--- src/rtl/hns_pkg.sv ---
// Shared types, constants and helper functions of the nonce search block.
// No dependencies.
package hns_pkg;

    localparam int SHARE_DEPTH = 256;
    localparam int PTR_W       = $clog2(SHARE_DEPTH);
    localparam int HDR_WORDS   = 19;
    localparam int HDR_IDX_W   = $clog2(HDR_WORDS);

    localparam logic [1:0] OP_LOAD    = 2'd0;
    localparam logic [1:0] OP_TEST    = 2'd1;
    localparam logic [1:0] OP_POP     = 2'd2;
    localparam logic [1:0] OP_RESTART = 2'd3;

    localparam logic [2:0] ST_NO_SHARE  = 3'd0;
    localparam logic [2:0] ST_SHARE     = 3'd1;
    localparam logic [2:0] ST_EXHAUSTED = 3'd2;
    localparam logic [2:0] ST_POPPED    = 3'd3;
    localparam logic [2:0] ST_EMPTY     = 3'd4;
    localparam logic [2:0] ST_ACK       = 3'd5;

    localparam logic [1:0] CFG_TARGET = 2'd0;
    localparam logic [1:0] CFG_START  = 2'd1;
    localparam logic [1:0] CFG_END    = 2'd2;

    typedef struct packed {
        logic [1:0]  opcode;
        logic [4:0]  word_index;
        logic [31:0] word_data;
    } t_in_item;

    typedef struct packed {
        logic [2:0]  status;
        logic [31:0] nonce_value;
        logic [31:0] hash_top;
    } t_out_item;

    typedef struct packed {
        logic [1:0]           opcode;
        logic                 idx_ok;
        logic [HDR_IDX_W-1:0] hdr_idx;
        logic [31:0]          data;
    } t_cmd;

    typedef logic [7:0][31:0] t_state;

    typedef struct packed {
        logic       done;
        logic [5:0] round;
    } t_sha_stat;

    localparam t_state SHA_IV = {
        32'h5be0cd19, 32'h1f83d9ab, 32'h9b05688c, 32'h510e527f,
        32'ha54ff53a, 32'h3c6ef372, 32'hbb67ae85, 32'h6a09e667
    };

    function automatic logic [31:0] rotr(input logic [31:0] x, input int n);
        return (x >> n) | (x << (32 - n));
    endfunction

    function automatic logic [31:0] bswap32(input logic [31:0] x);
        return {x[7:0], x[15:8], x[23:16], x[31:24]};
    endfunction

    // key byte b is b itself, xored with the pad byte
    function automatic logic [31:0] pad_word(input logic [3:0] j, input logic [7:0] pad);
        return {{2'b00, j, 2'd0} ^ pad, {2'b00, j, 2'd1} ^ pad,
                {2'b00, j, 2'd2} ^ pad, {2'b00, j, 2'd3} ^ pad};
    endfunction

    function automatic logic [31:0] sha_k(input logic [5:0] t);
        logic [31:0] k;
        case (t)
            6'd0:  k = 32'h428a2f98; 6'd1:  k = 32'h71374491;
            6'd2:  k = 32'hb5c0fbcf; 6'd3:  k = 32'he9b5dba5;
            6'd4:  k = 32'h3956c25b; 6'd5:  k = 32'h59f111f1;
            6'd6:  k = 32'h923f82a4; 6'd7:  k = 32'hab1c5ed5;
            6'd8:  k = 32'hd807aa98; 6'd9:  k = 32'h12835b01;
            6'd10: k = 32'h243185be; 6'd11: k = 32'h550c7dc3;
            6'd12: k = 32'h72be5d74; 6'd13: k = 32'h80deb1fe;
            6'd14: k = 32'h9bdc06a7; 6'd15: k = 32'hc19bf174;
            6'd16: k = 32'he49b69c1; 6'd17: k = 32'hefbe4786;
            6'd18: k = 32'h0fc19dc6; 6'd19: k = 32'h240ca1cc;
            6'd20: k = 32'h2de92c6f; 6'd21: k = 32'h4a7484aa;
            6'd22: k = 32'h5cb0a9dc; 6'd23: k = 32'h76f988da;
            6'd24: k = 32'h983e5152; 6'd25: k = 32'ha831c66d;
            6'd26: k = 32'hb00327c8; 6'd27: k = 32'hbf597fc7;
            6'd28: k = 32'hc6e00bf3; 6'd29: k = 32'hd5a79147;
            6'd30: k = 32'h06ca6351; 6'd31: k = 32'h14292967;
            6'd32: k = 32'h27b70a85; 6'd33: k = 32'h2e1b2138;
            6'd34: k = 32'h4d2c6dfc; 6'd35: k = 32'h53380d13;
            6'd36: k = 32'h650a7354; 6'd37: k = 32'h766a0abb;
            6'd38: k = 32'h81c2c92e; 6'd39: k = 32'h92722c85;
            6'd40: k = 32'ha2bfe8a1; 6'd41: k = 32'ha81a664b;
            6'd42: k = 32'hc24b8b70; 6'd43: k = 32'hc76c51a3;
            6'd44: k = 32'hd192e819; 6'd45: k = 32'hd6990624;
            6'd46: k = 32'hf40e3585; 6'd47: k = 32'h106aa070;
            6'd48: k = 32'h19a4c116; 6'd49: k = 32'h1e376c08;
            6'd50: k = 32'h2748774c; 6'd51: k = 32'h34b0bcb5;
            6'd52: k = 32'h391c0cb3; 6'd53: k = 32'h4ed8aa4a;
            6'd54: k = 32'h5b9cca4f; 6'd55: k = 32'h682e6ff3;
            6'd56: k = 32'h748f82ee; 6'd57: k = 32'h78a5636f;
            6'd58: k = 32'h84c87814; 6'd59: k = 32'h8cc70208;
            6'd60: k = 32'h90befffa; 6'd61: k = 32'ha4506ceb;
            6'd62: k = 32'hbef9a3f7; 6'd63: k = 32'hc67178f2;
            default: k = 32'h0;
        endcase
        return k;
    endfunction

endpackage

--- src/rtl/hns_front.sv ---
// Front end: two-entry command queue that accepts and classifies items.
// Depends on hns_pkg.
module hns_front (
    input  logic            i_clk,
    input  logic            i_rst_n,
    input  logic            push,
    output logic            full,
    input  hns_pkg::t_in_item i_item,
    input  logic            i_take,
    output logic            o_empty,
    output hns_pkg::t_cmd   o_cmd
);
    import hns_pkg::*;

    t_cmd       r_slot [2];
    logic       r_wr, r_rd;
    logic [1:0] r_cnt;
    t_cmd       cls;
    logic       do_push, do_take;

    always_comb begin
        cls.opcode  = i_item.opcode;
        cls.idx_ok  = i_item.word_index < 5'(HDR_WORDS);
        cls.hdr_idx = HDR_IDX_W'(i_item.word_index);
        cls.data    = i_item.word_data;
    end

    assign full    = r_cnt == 2'd2;
    assign o_empty = r_cnt == 2'd0;
    assign do_push = push && !full;
    assign do_take = i_take && !o_empty;
    assign o_cmd   = r_slot[r_rd];

    always_ff @(posedge i_clk) begin
        if (do_push) begin
            r_slot[r_wr] <= cls;
        end
        if (!i_rst_n) begin
            r_wr  <= 1'b0;
            r_rd  <= 1'b0;
            r_cnt <= 2'd0;
        end else begin
            if (do_push) r_wr <= !r_wr;
            if (do_take) r_rd <= !r_rd;
            r_cnt <= r_cnt + {1'b0, do_push} - {1'b0, do_take};
        end
    end
endmodule

--- config.mk ---
export PLATFORM = sky130hd
export DESIGN_NAME = hns_front
export DESIGN_NICKNAME = d
export VERILOG_FILES = /design/src/rtl/hns_pkg.sv /design/src/rtl/hns_front.sv
export SDC_FILE = /design/constraint.sdc
export NUM_CORES = 1
export LEC_CHECK = 0
export BUFFER_PORTS_ARGS = -buffer_cell sky130_fd_sc_hd__buf_4
export CORE_MARGIN = 2
export CORE_UTILIZATION = 43
export CTS_CLUSTER_SIZE = 28
export DETAILED_ROUTE_END_ITERATION = 10
export PLACE_DENSITY = 0.66
export SYNTH_ARGS = -nofsm -noshare
export SYNTH_HDL_FRONTEND = slang
export SYNTH_SLANG_ARGS = --single-unit
--- constraint.sdc ---
create_clock -name i_clk -period 3.07 [get_ports i_clk]
set_input_delay 0.4605 -clock i_clk [delete_from_list [all_inputs] [get_ports i_clk]]
set_output_delay 0.4605 -clock i_clk [all_outputs]
set_load 0.1 [all_outputs]
==> results of run 1 <==
[registers in the layout, indices dropped and copies added, names as in the netlist, named ones only]
| register | count |
|---|---|
| r_slot | 80 |
| r_cnt | 2 |
| r_wr | 1 |
| r_rd | 1 |
[final cells by class]
class	count	share of cell area, %
timing repair buffer	87	16.1
multi-input combinational	61	14.6
sequential	85	61.5
inverter	3	0.277
clock buffer	11	3.23
clock inverter	5	1.26
tap	99	3.04
[logic make-up (layout without fill, tap and decap cells)]
kind of cell	after synthesis	in the layout
compound gates	2	2
xor+xnor	2	2
buf+inv	7	106
simple gates	14	14
flops	85	85
mux	41	41
fa+ha+maj	2	2
[per-layer routing]
layer	part of all wire, %	routed length, um
met3	6.5	345
met5	0	0
met1	43	2240
met4	1.2	62
met2	50	2620
[per-stage QoR]
stage                     area (um^2)  util, %
after global routing             4070     56.7
after global placement           3890     54.2
after floorplan                  3140        -
after detailed placement         3890     54.2
after CTS                        4070     56.7
final                            4070     56.7
[worst min path at each step]
stage               cells after the start  startpoint       endpoint
global placement                        2        r_rd           flop
floorplan                               2        r_wr           r_wr
finish                                  1  i_item[14]  r_slot[0][14]
detailed placement                      2        r_rd           r_rd
CTS                                     1  i_item[14]  r_slot[0][14]
global route                            1  i_item[14]  r_slot[0][14]
[Yosys cell counts (all sizes together)]
cell type  number
xor2            1
and2            2
xnor2           1
nand2           3
dfxtp           5
mux2           40
buf             4
inv             3
o21a            1
ha              2
nor2            5
edfxtp         80
mux2i           1
nand2b          2
a211o           1
nor3            1
and3            1
==> results.json, run 1 <==
{
  "synth_top_family_by_area": "multiplexers",
  "numCtsBuffers": 9,
  "yosys.area.top_type_share_pct": 76.4,
  "timing.fmax_mhz": 422,
  "viasPerCell": 4.66,
  "use_met3_pct": 5.72,
  "drc": 0,
  "finalCritPeriodShare_pct": 77.3,
  "reg2reg_slack_ns": 1.31,
  "regArea_um2": 2500,
  "timing.rr.end": "r_slot[1][20]",
  "cp-end-kind": "primary output",
  "hold_viol": 0,
  "crit_chain": "buf_4 > mux2_2 > buf_4",
  "die_height_um": 89.5,
  "synthXorXnorAreaFrac_pct": 0.557,
  "grt_max_degree": 41,
  "arrival_ns": 1.91,
  "syn_inst": 153,
  "crit_cells": 3,
  "reg2reg_from": "r_cnt[0]",
  "path_max_fanout": 23,
  "hold_buffers": 0,
  "postCtsSetupBuffers": 0,
  "final_common_cell": "buf_4",
  "slew_headroom_pct": 36.4,
  "final_cell_mix": "buf_4 (87), edfxtp_1 (80), mux2_2 (40), clkbuf_8 (9)",
  "rsz0062_at_grt": "false",
  "grt_pass1_wl_mm": 7.82,
  "synthMuxAreaShare_pct": 14.6,
  "placed_cells": 335,
  "seq_area_frac_synth_pct": 79.6,
  "nets": 292,
  "wl_per_cell_um": 15.0,
  "final_layout_size_suffix_gt1_share_pct": 56.7,
  "clock_sinks": 85,
  "layout_min_cycle_time_ns": 2.37,
  "dp_worst_setup_slack_ns": 1.02,
  "clk_path_buf_depth": 2,
  "clock_latency_ns": 0.34,
  "core-area_um2": 7180,
  "fillers": 582,
  "cap_violations": 0,
  "min_path_type": "in -> reg",
  "worstPathRequired_ns": 2.61,
  "slew_violations": 0,
  "multi_input_area_um2": 594,
  "synth_top_cell_by_area": "edfxtp_1",
  "setup_violations": 0,
  "top_usage_layer": "met2",
  "syn_area_um2": 3140,
  "synth_compound_area_share_pct": 0.517,
  "antenna_cells": 0,
  "synth.area.top_cells": "edfxtp_1 (76%), mux2_2 (14%), dfxtp_1 (3.2%)",
  "critPathSlowestCell": "dfxtp_2",
  "endpoint": "o_cmd[32]",
  "routed_wl_mm": 5.27,
  "cp-start-kind": "flop",
  "synth-seq-cells": 85,
  "tns_ns": 0,
  "yosysWarnings": 0,
  "yosys.area_share.adder_pct": 0.796,
  "ant_nets": 0,
  "cp_top_family": "flip-flops",
  "gp_congestion": 0.688,
  "htreeDepth": 3,
  "cts_resized": 0,
  "synth.avg_cell_area_um2": 20.6,
  "start_util_pct": 43.8,
  "syn_to_final_growth_pct": 29.4,
  "worstRegToRegCells": 2,
  "ys_types": 17,
  "cts_tree": "built",
  "port-buffer-count": 84,
  "die_area_um2": 8010,
  "critPathMaxStageDelay_ns": 0.70,
  "io_pins": 85,
  "syn_nets": 198,
  "grtUsageTotal_pct": 13.7,
  "dr.pass1.iters": 4,
  "num_rows": 31,
  "path_common_cell": "buf_4",
  "finalNonFillerCells": 351,
  "antenna_found_initial": 0,
  "grt_pass1_vias": 1640,
  "gr-usage-met2_pct": 22.9,
  "critPathKind": "reg -> out",
  "whs_ns": 0.301,
  "tightest_slew_ns": 0.953,
  "path_clk_slew_ns": 0.08,
  "skew_ns": 0.00855,
  "fin_ws_ns": 0.698,
  "vias": 1637,
  "dp_hpwl_mm": 3.41,
  "status": "finished clean",
  "dr.first_iter.drc_count": 60,
  "root_buffer": "clkbuf_8",
  "synth-simple-area-share_pct": 2.11,
  "path_buf_inv": 2,
  "grt_use_met1_pct": 15.8,
  "die-width_um": 89.5,
  "overflow": 0
}
Power of run 1 is left out: the tool's default activity adds up to more than one toggle a clock period on the data nets, which glitch-free logic cannot reach.
==> run 2, diff against run 1 <==
- clock period: 3.07 -> 2.5 ns (I/O delays scaled with it)
==> results.json, run 2 (same netlist as run 1, synthesis figures left out) <==
{
  "htreeDepth": 3,
  "gp_congestion": 0.654,
  "num_rows": 31,
  "path_buf_inv": 2,
  "die-width_um": 89.5,
  "layout_min_cycle_time_ns": 1.97,
  "cp-end-kind": "primary output",
  "crit_chain": "buf_4 > mux2_2 > buf_4",
  "cap_violations": 0,
  "whs_ns": 0.217,
  "grt_pass1_vias": 1651,
  "min_path_type": "in -> reg",
  "slew_headroom_pct": 68.7,
  "dr.first_iter.drc_count": 33,
  "final_common_cell": "buf_4",
  "routed_wl_mm": 5.37,
  "cts_tree": "built",
  "wl_per_cell_um": 15.2,
  "io_pins": 85,
  "worstRegToRegCells": 8,
  "finalCritPeriodShare_pct": 78.7,
  "skew_ns": 0.00467,
  "dr.pass1.iters": 4,
  "dp_worst_setup_slack_ns": 0.799,
  "cp_top_family": "buffers and inverters",
  "viasPerCell": 4.61,
  "arrival_ns": 1.59,
  "die_area_um2": 8010,
  "final_layout_size_suffix_gt1_share_pct": 57.3,
  "postCtsSetupBuffers": 0,
  "drc": 0,
  "tightest_slew_ns": 0.470,
  "critPathKind": "reg -> out",
  "die_height_um": 89.5,
  "regMostFlops": "r_slot",
  "crit_cells": 3,
  "root_buffer": "clkbuf_8",
  "critPathMaxStageDelay_ns": 0.39,
  "grt_max_degree": 24,
  "cts_resized": 0,
  "grt_pass1_wl_mm": 7.97,
  "port-buffer-count": 84,
  "path_max_fanout": 23,
  "largest_reg_flops": 80,
  "numCtsBuffers": 9,
  "start_util_pct": 43.8,
  "dp_hpwl_mm": 3.68,
  "status": "finished clean",
  "setup_violations": 0,
  "hold_buffers": 0,
  "path_common_cell": "buf_4",
  "nets": 294,
  "hp-start": "i_item[21]",
  "overflow": 0,
  "tns_ns": 0,
  "antenna_found_initial": 0,
  "hold_viol": 0,
  "rsz0062_at_grt": "false",
  "path_clk_slew_ns": 0.08,
  "timing.fmax_mhz": 508,
  "cp-start-kind": "flop",
  "holdPathStages": 1,
  "reg2reg_from": "r_cnt[0]",
  "core-area_um2": 7180,
  "final_cell_mix": "buf_4 (88), edfxtp_1 (80), mux2_2 (40), clkbuf_8 (9)",
  "clk_path_buf_depth": 2,
  "fin_ws_ns": 0.532,
  "worstPathRequired_ns": 2.12,
  "antenna_cells": 0,
  "clock_latency_ns": 0.33,
  "syn_to_final_growth_pct": 31.0,
  "grtUsageTotal_pct": 13.9,
  "reg_top3": "r_slot (80), r_cnt (2)",
  "critPathSlowestCell": "mux2_2",
  "clock_sinks": 85,
  "vias": 1624,
  "slew_violations": 0,
  "ant_nets": 0
}
run 2: changes by cell type in the layout (fill, tap and decap cells not counted):
cell and delta:
bufinv_16 +1, clkinv_2 -1, buf_4 +1, buf_12 +1, clkbuf_1 -1
run 2: final timing paths:
| check | to | slack (ns) |
|---|---|---|
| hold reg to reg | flop | 0.51 |
| setup / recovery | o_cmd[32] | 0.53 |
| hold / removal | r_slot[0][21] | 0.22 |
| setup reg to reg | r_cnt[1] | 0.81 |
run 2: per-stage QoR:
step,cell area (um^2),instances,util (%)
global route,4120,352,57.4
global placement,3910,337,54.5
finish,4120,352,57.4
CTS,4120,352,57.4
detailed placement,3910,337,54.5
floorplan,3150,153,-
run 2: layer usage:
metal	wire [um]	vias to the layer above	part of all wire [%]	global-route usage [%]
li1	-	782	-	-
met1	2240	782	42	17.5
met2	2700	52	50	21.6
met3	365	8	6.8	4.52
met4	61	0	1.1	6.92
met5	0	-	0	0
run 2: cell type report:
class	instances	area [um^2]
Multi-Input combinational cell	61	594
Clock buffer	10	128
Inverter	3	11.3
Timing Repair Buffer	89	681
Tap cell	99	124
Clock inverter	5	76.3
Sequential cell	85	2500
Fill cell	587	3060
Power of run 2 is left out for the same reason.
